[src/rtl/arph_pkg.sv]
// Package for the attitude block: constants, arctangent table and the types
// that pass between the front end, the queue and the CORDIC back end.
// Depends on nothing.
package arph_pkg;

   localparam int TAB_LEN = 24;
   localparam int ZW      = 30;          // Q20 degree accumulator width
   localparam int DW      = 36;          // CORDIC x/y datapath width
   localparam int SQW     = 48;          // (ay^2+az^2) << 16
   localparam int RW      = 24;          // Q8 square root
   localparam logic signed [ZW-1:0] DEG180_Q20 = ZW'(188743680);
   localparam logic signed [17:0] DEG180_Q6 = 18'sd11520;
   localparam logic signed [17:0] DEG90_Q6  = 18'sd5760;
   localparam logic signed [17:0] DEG360_Q6 = 18'sd23040;

   // atan(2^-i) in degrees, Q20
   function automatic logic signed [ZW-1:0] atan_tab(input int i);
      logic signed [ZW-1:0] v;
      begin
         unique case (i)
            0: v = ZW'(47185920);   1: v = ZW'(27855475);
            2: v = ZW'(14718068);   3: v = ZW'(7471121);
            4: v = ZW'(3750058);    5: v = ZW'(1876857);
            6: v = ZW'(938658);     7: v = ZW'(469357);
            8: v = ZW'(234682);     9: v = ZW'(117342);
            10: v = ZW'(58671);     11: v = ZW'(29335);
            12: v = ZW'(14668);     13: v = ZW'(7334);
            14: v = ZW'(3667);      15: v = ZW'(1833);
            16: v = ZW'(917);       17: v = ZW'(458);
            18: v = ZW'(229);       19: v = ZW'(115);
            20: v = ZW'(57);        21: v = ZW'(29);
            22: v = ZW'(14);        23: v = ZW'(7);
            default: v = '0;
         endcase
         return v;
      end
   endfunction

   // one vectoring CORDIC lane
   typedef struct packed {
      logic signed [DW-1:0] x;
      logic signed [DW-1:0] y;
      logic signed [ZW-1:0] z;
      logic                 zero;         // both operands zero: angle is 0
   } lane_type;

   // classified item handed from the front end to the back end
   typedef struct packed {
      lane_type             roll;
      lane_type             pitch;
      lane_type             head;
      logic                 head_fixed;   // mag_y zero: heading known
      logic signed [17:0]   head_q6;
   } work_type;

endpackage

[src/rtl/arph_queue.sv]
// One-entry staging register between front end and CORDIC back end.
// Uses arph_pkg.
module arph_queue (
   input  logic               clock,
   input  logic               reset,
   input  logic               in_valid,
   input  arph_pkg::work_type in_work,
   output logic               out_valid,
   output arph_pkg::work_type out_work
);
   import arph_pkg::*;

   // both sides run every cycle, so the queue is a plain staging register
   logic     valid_ff;
   work_type work_ff;

   always_ff @(posedge clock) begin
      if (reset) begin
         valid_ff <= 1'b0;
      end else begin
         valid_ff <= in_valid;
      end
      work_ff <= in_work;
   end

   assign out_valid = valid_ff;
   assign out_work  = work_ff;

endmodule

[config.mk]
export PLATFORM = sky130hd
export DESIGN_NAME = arph_queue
export DESIGN_NICKNAME = d
export VERILOG_FILES = /design/src/rtl/arph_pkg.sv /design/src/rtl/arph_queue.sv
export SDC_FILE = /design/constraint.sdc
export NUM_CORES = 1
export LEC_CHECK = 0
export ABC_AREA = 1
export BUFFER_PORTS_ARGS = -buffer_cell sky130_fd_sc_hd__buf_2
export CORE_AREA = 5 5 255 257
export DETAILED_ROUTE_END_ITERATION = 12
export DIE_AREA = 0 0 260 262
export GPL_TIMING_DRIVEN = 0
export PLACE_DENSITY_LB_ADDON = 0.3
export SYNTH_ARGS = -nofsm -noshare
export SYNTH_HDL_FRONTEND = slang
export SYNTH_SLANG_ARGS = --single-unit
[constraint.sdc]
create_clock -name clock -period 0.8 [get_ports clock]
set_input_delay 0.2 -clock clock [delete_from_list [all_inputs] [get_ports clock]]
set_output_delay 0.2 -clock clock [all_outputs]
set_load 0.02 [all_outputs]
# --- After elaboration in Yosys (flattened, before gate mapping) ---
# Cells that the tools add are included.
word_totals:
  word_cells: 15
  output_inout_bits: 329
  regBits: 329
  in_bits: 331

# --- Longest topological paths before layout ---
# Gate-level depths: netlist (run 1).
depth:
  depth_word: 0
  ltp_mapped: 2
  mapped_depth_nobuf: 2

# --- Least setup slack after synthesis (run 1) ---
# OpenSTA, ideal clock, no wires.
synth_timing:
  kind: "register to output"
  startpoint: "register valid_ff, in the netlist out_valid"
  endpoint: "output port out_valid"
  path_buffers: 0
  arrival_ns: 0.395
  stages_incl_launch_ff: 1
  slack_ns: 0.205
  required_ns: 0.600
  cell_sequence: "dfxtp_1"
synth_lines:
  columns: ["item", "line_no", "text"]
  rows:
  - ["from (decl)", "arph_queue.sv:14", "logic valid_ff;"]
  - ["from (signal assigned)", "arph_queue.sv:21", "valid_ff <= in_valid;"]
  - ["to (decl)", "arph_queue.sv:8", "output logic out_valid,"]
# No word-level cell between the ends.

# --- Worst setup path after layout (run 1) ---
layout_timing:
  startpoint: "register work_ff, in the netlist out_work[7]"
  endpoint: "output port out_work[7] in the netlist's numbering"
layout_lines:
  columns: ["item", "line_no", "text"]
  rows:
  - ["from (decl)", "arph_queue.sv:15", "work_type work_ff;"]
  - ["from (signal assigned)", "arph_queue.sv:23", "work_ff <= in_work;"]
  - ["to (decl)", "arph_queue.sv:9", "output arph_pkg::work_type out_work"]
# No word-level cell between the ends.

==> out/qor.csv, run 1 <==
stage,metric,value,unit
outcome,outcome,"finished, violations left",
outcome,failing checks,setup timing,
placement,Placed Area,0.01095,sq mm
critical_path,"Buf+Inv Stages, Crit Path",1,
clock_network,post-CTS setup buffer count,0,
yosys,"area leader, netlist",dfxtp_1,
critical_path,crit path kind,register to output pin,
die,I/O pins,660,
timing,clock period minus worst slack,1.236,ns
clock_network,Clock Path Buffers,3,
timing,# setup viols final,329,
critical_path,Crit Path Max Fanout,1,
drt,First-pass DRT Iterations,4,
timing,Fmax,0.8089,GHz
cells_and_area,most frequent cells in the layout,"330 x dlygate4sd3_1, 330 x buf_2, 323 x buf_6, 322 x dfxtp_2, 41 x clkbuf_16",
yosys,Synth top area share,99.85,%
critical_path,worst path cell trace,buf_8,
clock_network,CTS tree,built,
clock_network,clock-pin slew on the worst setup and hold paths,0.06,ns
timing,crit share post-route,154.5,%
power_and_ir_drop,leakage,8.143,nW
placement,Final GP Congestion,0.7452,
cells_and_area,final core utilization,29.06,%
drt,wire per inst,15.28,um
drt,Via Count,6570,
drt,final wirelength,34170,um
power_and_ir_drop,PwrDens,2331,mW/mm^2
drt,DRC Markers,0,
critical_path,"Largest delay share family, worst path",flip-flops,
critical_path,Startpoint Class,register,
global_route,initial antenna violation count,1,
min_path,Hold Crit Class,input pin to register,
yosys,Post-Syn Area,0.006596,sq mm
global_route,total gr overflow,0,
yosys,YS warnings,0,
die,Die Area,0.06812,sq mm
die,initial core utilization,10.55,%
critical_path,Critical Path RT,0.60,ns
die,FP Rows,92,
critical_path,slowest CP cell,dfxtp_4,
run,Max Cap Viol,0,
timing,final hold vios,0,
power_and_ir_drop,Max VDD drop,0.002247,V
die,die height,262,um
timing,Slew @ Worst Pin,0.1304,ns
die,core area,0.06250,sq mm
clock_network,clk sink count,329,
yosys,#FFs+latches synth,329,
cells_and_area,share of layout cells above drive strength 1,75.68,%
critical_path,CP peak stage delay,0.36,ns
timing,Worst Slack Setup Final,-0.4363,ns
global_route,vias in the first global route,7729,
timing,Slew Limit Fails,0,
clock_network,CTS Root Cell,clkbuf_16,
die,Die X,260,um
critical_path,CP Data Arrival Time,1.04,ns
global_route,largest net degree at the start of global routing,14,
power_and_ir_drop,Tot Pwr,42.33,mW
cells_and_area,finished layout cell area,0.01816,sq mm
placement,DP Wirelength,22110,um
cells_and_area,antenna diode count,0,
cells_and_area,area grow syn2layout,175.3,%
min_path,hold path depth,2,
timing,Slew headroom,91.30,%
yosys,Area contributors post-synth,"dfxtp_1 100%, nor2_2 0.095%, inv_1 0.057%",
critical_path,CP Depth,1,
clock_network,clock buffer count from CTS,39,
drt,Post-DRT Antenna Nets,0,
global_route,first-pass GRT wire length,46980,um
global_route,Tot GR Track Use,9.188,%
yosys,syn_area_per_cell,19.93,sq um
placement,port bufs,659,
yosys,cell count after synthesis,331,
cells_and_area,Final #Nets,1692,
drt,average via count per standard cell,2.938,
yosys,post-synth cell types,3,
drt,DRT iter0 DRCs,192,
timing,RSZ-0062 raised after global routing,yes,
placement,dpl ws,-0.06184,ns
yosys,register area share after synthesis,99.85,%
clock_network,htree depth,2,
yosys,post-synth net total,662,
critical_path,crit end category,output pin,
layout make-up:
class                      instances  area [sq um]
timing repair buffer             989          8687
clock buffer                      55          1149
sequential                       329          7015
inverter                           1         3.754
tap                              846          1059
multi-input combinational          1         6.256
clock inverter                    15         241.5
fill                            6166         44340
Yosys cell counts:
master / count
inv_1: 1
nor2_2: 1
dfxtp_1: 329
timing repair:
action | 4_1_cts | 5_1_grt
gates resized for setup | 1000 | 1
hold endpoints to repair | 329 | 0
hold buffers | 330 | 0
cloned | 0 | 0
setup endpoints to repair | 329 | 329
registers in the layout, summed over array words and instances, names as in the netlist:
signal and cells:
out_valid 1, out_work 328
logic make-up after synthesis:
kind of cell	share of synthesized area (%)
buf+inv	0.05685
simple gates	0.09490
flops	99.85
power breakdown:
group | internal, mW | total (mW) | switching (mW)
clock | 12.0 | 19.0 | 7.08
combinational | 3.21 | 5.35 | 2.14
sequential | 17.4 | 17.9 | 0.480
total | 32.6 | 42.3 | 9.69
final timing paths:
check / from / endpoint / slack, ns
setup / recovery: out_work[7]$_DFF_P_ / out_work[7] / -0.44
hold / removal: in_work[218] / out_work[218]$_DFF_P_ / 0.30
stage by stage:
stage          hold slack (ns)  cells  TNS [ns]
3_3_place_gp            0.3020   1836  -0.06753
5_1_grt                 0.2631   2236   -139.64
3_5_place_dp            0.3036   1836  -0.07936
4_1_cts                 0.2392   2236   -140.32
2_1_floorplan           0.2277    331         0
6_report                0.2963   2236   -122.36
routing by layer:
layer  global-route usage (%)  routed length (um)  vias to the layer above  part of all wire (%)
met5                        0                  13                        -                 0.038
met4                    3.948                1208                        2                   3.5
met3                    4.650                4131                       68                    12
met2                    17.25               18140                      409                    53
met1                    8.316               10670                     3001                    31
li1                         -                   -                     3090                     -
Note: power is estimated with default switching activity, not from simulation.
==> run 2, diff against run 1 <==
==> constraint.sdc (replaced) <==
create_clock -name clock -period 1.58 [get_ports clock]
set_input_delay 0.395 -clock clock [delete_from_list [all_inputs] [get_ports clock]]
set_output_delay 0.395 -clock clock [all_outputs]
set_load 0.02 [all_outputs]
==> out/qor.csv, run 2 (same netlist as run 1, synthesis figures left out) <==
stage,metric,value,unit,change
global_route,total gr overflow,0,,unchanged
die,die height,262,um,unchanged
cells_and_area,share of layout cells above drive strength 1,52.38,%,-23 points
cells_and_area,"commonest non-fill, non-tap cell in the layout",buf_2,,
timing,clock period minus worst slack,1.507,ns,
timing,Worst Slack Setup Final,0.07336,ns,+0.5096 ns
drt,Via Count,6426,,-2.2%
cells_and_area,final core utilization,25.03,%,-4.0 points
critical_path,CP Data Arrival Time,1.11,ns,+0.07 ns
clock_network,Clock Path Buffers,3,,unchanged
drt,DRT iter0 DRCs,221,,+15%
timing,# setup viols final,0,,-100%
timing,Fin Setup TNS,0,ns,+122.36 ns
clock_network,CTS tree,built,,
global_route,first-pass GRT wire length,42140,um,-10%
placement,dpl cells,1836,,unchanged
cells_and_area,most frequent cells in the layout,"654 x buf_2, 328 x dlygate4sd3_1, 325 x dfxtp_1, 41 x clkbuf_16",,
critical_path,worst path cell trace,buf_2,,
critical_path,"Buf+Inv Stages, Crit Path",1,,unchanged
die,initial core utilization,10.55,%,unchanged
critical_path,Startpoint Class,register,,
die,FP Rows,92,,unchanged
drt,final wirelength,31020,um,-9.2%
die,Die X,260,um,unchanged
placement,port bufs,659,,unchanged
placement,Placed Area,0.01095,sq mm,unchanged
timing,Slew @ Worst Pin,0.2685,ns,+0.1381 ns
clock_network,clock-pin slew on the worst setup and hold paths,0.06,ns,about the same
drt,DRC Markers,0,,unchanged
critical_path,"Largest delay share family, worst path",flip-flops,,
cells_and_area,finished layout cell area,0.01565,sq mm,-14%
die,Die Area,0.06812,sq mm,unchanged
die,core area,0.06250,sq mm,unchanged
timing,RSZ-0062 raised after global routing,no,,
critical_path,crit path kind,register to output pin,,
power_and_ir_drop,PwrDens,1317,mW/mm^2,-43%
timing,Slew Limit Fails,0,,unchanged
global_route,largest net degree at the start of global routing,14,,unchanged
power_and_ir_drop,Max VDD drop,0.001207,V,-46%
placement,DP Wirelength,22110,um,unchanged
critical_path,Crit Path Max Fanout,1,,unchanged
min_path,hold path depth,3,,+1
cells_and_area,# fillers,6487,,+5.2%
critical_path,Critical Path RT,1.18,ns,+0.58 ns
global_route,vias in the first global route,7324,,-5.2%
clock_network,htree depth,2,,unchanged
drt,First-pass DRT Iterations,4,,unchanged
min_path,Hold EP,out_valid$_SDFF_PP0_,,
timing,final hold vios,0,,unchanged
timing,Fmax,0.6637,GHz,
timing,crit share post-route,95.36,%,
placement,dpl ws,0.5232,ns,+0.5850 ns
cells_and_area,area grow syn2layout,137.2,%,
clock_network,clk sink count,329,,unchanged
power_and_ir_drop,leakage,7.430,nW,-8.8%
placement,Final GP Congestion,0.7452,,unchanged
outcome,outcome,"complete, no violations",,
critical_path,crit end category,output pin,,
drt,Post-DRT Antenna Nets,0,,unchanged
cells_and_area,max reg flops,328,,unchanged
drt,average via count per standard cell,2.876,,-2.1%
critical_path,slowest CP cell,dfxtp_1,,
critical_path,CP peak stage delay,0.39,ns,+0.03 ns
timing,Slew headroom,82.22,%,-9.1 points
min_path,Worst Hold Launch,in_valid,,
global_route,Tot GR Track Use,8.219,%,-0.97 points
clock_network,CTS Root Cell,clkbuf_16,,
die,I/O pins,660,,unchanged
global_route,initial antenna violation count,1,,unchanged
cells_and_area,Final #Nets,1690,,-0.12%
critical_path,CP Depth,1,,unchanged
clock_network,clock buffer count from CTS,39,,unchanged
min_path,Hold Crit Class,input pin to register,,
drt,wire per inst,13.88,um,-9.1%
cells_and_area,antenna diode count,0,,unchanged
cells_and_area,fin cells,2234,,-0.089%
run,Max Cap Viol,0,,unchanged
-- run 2: changes by cell type in the layout (fill, tap and decap cells not counted), sizes merged --
| cell | previous run | this run |
|---|---|---|
| buf | 659 | 657 |
| clkbuf | 55 | 57 |
| dlygate4sd3 | 330 | 328 |
-- run 2: worst max-delay path by stage --
| stage | slack (ns) | startpoint | end |
|---|---|---|---|
| after floorplan | 0.79 | out_valid$_SDFF_PP0_ | out_valid |
| after CTS | 0.004 | out_work[156]$_DFF_P_ | out_work[156] |
| after detailed placement | 0.52 | out_work[7]$_DFF_P_ | out_work[7] |
| after global routing | 0.01 | out_work[156]$_DFF_P_ | out_work[156] |
| after global placement | 0.52 | out_work[7]$_DFF_P_ | out_work[7] |
| final | 0.07 | out_work[156]$_DFF_P_ | out_work[156] |
-- run 2: per-layer routing --
metal | track usage (%) | vias to the layer above | part of all wire (%)
met1 | 7.013 | 2858 | 31
met5 | 0 | - | 0.042
met3 | 4.746 | 73 | 13
met2 | 15.27 | 408 | 52
li1 | - | 3085 | -
met4 | 4.007 | 2 | 3.9
-- run 2: layout make-up --
type / count / area, sq um / area share, %
Clock inverter: 15 / 241.5 / 1.543
Tap cell: 846 / 1059 / 6.765
Multi-Input combinational cell: 1 / 6.256 / 0.03998
Inverter: 1 / 3.754 / 0.02399
Clock buffer: 55 / 1149 / 7.340
Timing Repair Buffer: 987 / 6598 / 42.16
Sequential cell: 329 / 6591 / 42.12
-- run 2: worst min-delay path, stage by stage --
cell    delay [ns]
buf_2         0.08
inv_1         0.04
nor2_2        0.06
-- run 2: power by group --
group	total [mW]	switching, mW	leakage (nW)	internal [mW]
combinational	2.16	1.05	3.98	1.11
sequential	8.88	0.127	2.78	8.75
clock	9.58	3.52	0.678	6.06
-- run 2: what timing repair did --
item,4_1_cts,5_1_grt
hold endpoints to repair,328,0
setup endpoints to repair,6,2
resized for setup,8,2
hold buffers,328,0
setup buffers,0,0
pin swaps,0,0
-- run 2: through the flow --
| step | hold slack [ns] | total power, mW |
|---|---|---|
| after floorplan | 0.4227 | 9.622 |
| after detailed placement | 0.4986 | 10.57 |
| final | 0.07223 | 20.61 |
| after global placement | 0.4970 | 10.56 |
| after global routing | 0.03031 | 21.48 |
| after CTS | 0.006796 | 21.04 |
==> run 3, diff against run 2 <==
--- a/config.mk
+++ b/config.mk
@@ -6,12 +6,13 @@
 export NUM_CORES = 1
 export LEC_CHECK = 0
 export ABC_AREA = 1
-export BUFFER_PORTS_ARGS = -buffer_cell sky130_fd_sc_hd__buf_2
-export CORE_AREA = 5 5 255 257
+export CORE_AREA = 5 5 257 259
 export DETAILED_ROUTE_END_ITERATION = 12
-export DIE_AREA = 0 0 260 262
+export DIE_AREA = 0 0 262 264
+export DONT_BUFFER_PORTS = 1
 export GPL_TIMING_DRIVEN = 0
 export PLACE_DENSITY_LB_ADDON = 0.3
+export RECOVER_POWER = 100
 export SYNTH_ARGS = -nofsm -noshare
 export SYNTH_HDL_FRONTEND = slang
 export SYNTH_SLANG_ARGS = --single-unit
==> out/qor.csv, run 3 <==
stage,metric,value,unit,change
clock_network,post_cts resized,2,,-6
yosys,register area share after synthesis,99.85,%,unchanged
clock_network,clock buffer count from CTS,35,,-10%
yosys,post-synth cell types,3,,unchanged
placement,Final GP Congestion,0.7140,,-4.2%
clock_network,Clock Path Buffers,3,,unchanged
die,die height,264,um,+0.76%
yosys,Post-synth EDFFs,0,,unchanged
clock_network,clk sink count,329,,unchanged
outcome,tool error,[ERROR RSZ-0060] Max buffer count reached.,,
yosys,Async SR Flop Fraction,0,%,unchanged
yosys,"area leader, netlist",dfxtp_1,,
clock_network,# hold bufs at CTS,250,,-24%
die,initial core utilization,10.36,%,-0.19 points
yosys,Synth top cells by count,"329 x dfxtp_1, 1 x inv_1, 1 x nor2_2",,
yosys,ys flop type,dfxtp_1,,
outcome,outcome,did not finish,,
yosys,Synth top area share,99.85,%,unchanged
outcome,Exit stage,4_1_cts,,
yosys,Area contributors post-synth,"dfxtp_1 100%, nor2_2 0.095%, inv_1 0.057%",,
yosys,cell count after synthesis,331,,unchanged
yosys,YS warnings,0,,unchanged
die,I/O pins,660,,unchanged
clock_network,htree depth,2,,unchanged
clock_network,CTS Root Cell,clkbuf_16,,
die,FP Rows,93,,+1.1%
yosys,post-synth net total,662,,unchanged
placement,dpl cells,1186,,-35%
clock_network,post-CTS setup buffer count,0,,unchanged
yosys,syn_area_per_cell,19.93,sq um,unchanged
placement,port bufs,0,,-100%
yosys,#FFs+latches synth,329,,unchanged
yosys,Post-Syn Area,0.006596,sq mm,unchanged
die,Die X,262,um,+0.77%
yosys,most common cell in the netlist,dfxtp_1,,
run 3: cell counts after synthesis:
Identical to the previous run, type by type.
run 3: logic make-up after synthesis:
family | share of synthesized area (%)
simple gates | 0.09490
buf+inv | 0.05685
flops | 99.85
run 3: through the flow:
stage,area (sq um),setup slack (ns),utilization [%]
after floorplan,6596,0.7899,-
after global placement,7666,0.5282,12.04
after detailed placement,7666,0.5251,12.04
==> run 4, diff against run 3 <==
--- a/config.mk
+++ b/config.mk
@@ -6,12 +6,12 @@
 export NUM_CORES = 1
 export LEC_CHECK = 0
 export ABC_AREA = 1
-export CORE_AREA = 5 5 257 259
+export CORE_AREA = 5 5 253 255
 export DETAILED_ROUTE_END_ITERATION = 12
-export DIE_AREA = 0 0 262 264
+export DIE_AREA = 0 0 258 260
 export DONT_BUFFER_PORTS = 1
 export GPL_TIMING_DRIVEN = 0
-export PLACE_DENSITY_LB_ADDON = 0.3
+export PLACE_DENSITY_LB_ADDON = 0.15
 export RECOVER_POWER = 100
 export SYNTH_ARGS = -nofsm -noshare
 export SYNTH_HDL_FRONTEND = slang
==> out/qor.csv, run 4 <==
stage,metric,value,unit,change
outcome,outcome,did not finish,,
outcome,Exit stage,4_1_cts,,
outcome,tool error,[ERROR RSZ-0060] Max buffer count reached.,,
yosys,Post-Synth XOR/XNOR Area,0,%,unchanged
clock_network,clock buffer count from CTS,35,,unchanged
die,initial core utilization,10.75,%,+0.38 points
die,die height,260,um,-1.5%
clock_network,# hold bufs at CTS,236,,-5.6%
placement,Placed Area,0.007585,sq mm,-1.1%
clock_network,CTS Root Cell,clkbuf_16,,
yosys,largest family of logic cells by synthesized area,simple AND/OR/NAND/NOR gates,,
yosys,Async SR Flop Fraction,0,%,unchanged
yosys,Adder-Cell Fraction of Synth Area,0,%,unchanged
die,FP Rows,91,,-2.2%
yosys,register area share after synthesis,99.85,%,unchanged
yosys,Synth top area share,99.85,%,unchanged
yosys,ys flop type,dfxtp_1,,
yosys,most common cell in the netlist,dfxtp_1,,
yosys,mux share of post-synthesis cell area,0,%,unchanged
die,Die X,258,um,-1.5%
yosys,YS warnings,0,,unchanged
yosys,#FFs+latches synth,329,,unchanged
yosys,post-synth net total,662,,unchanged
yosys,cell count after synthesis,331,,unchanged
yosys,compound-cell area share of the yosys netlist,0,%,unchanged
yosys,Post-synth EDFFs,0,,unchanged
yosys,Area contributors post-synth,"dfxtp_1 100%, nor2_2 0.095%, inv_1 0.057%",,
yosys,"area leader, netlist",dfxtp_1,,
yosys,post-synth cell types,3,,unchanged
placement,Final GP Congestion,0.7505,,+5.1%
placement,port bufs,0,,unchanged
yosys,syn_area_per_cell,19.93,sq um,unchanged
die,I/O pins,660,,unchanged
clock_network,post-CTS setup buffer count,0,,unchanged
clock_network,clk sink count,329,,unchanged
yosys,Post-Syn Area,0.006596,sq mm,unchanged
yosys,Synth top cells by count,"329 x dfxtp_1, 1 x inv_1, 1 x nor2_2",,
clock_network,Clock Path Buffers,3,,unchanged
clock_network,post_cts resized,0,,-2
yosys,simple-gate portion of the synthesized area,0.09484,%,unchanged
clock_network,htree depth,2,,unchanged
## run 4: cell counts after synthesis
Identical to the previous run, type by type.
## run 4: cell families after synthesis
kind of cell | after synthesis
buf+inv | 1
flops | 329
simple gates | 1
## run 4: through the flow
| step | cells | utilization (%) | worst slack [ns] | hold slack, ns |
|---|---|---|---|---|
| after floorplan | 331 | - | 0.7899 | 0.4227 |
| after global placement | 1121 | 12.36 | 0.6661 | 0.4228 |
| after detailed placement | 1121 | 12.36 | 0.6569 | 0.4228 |
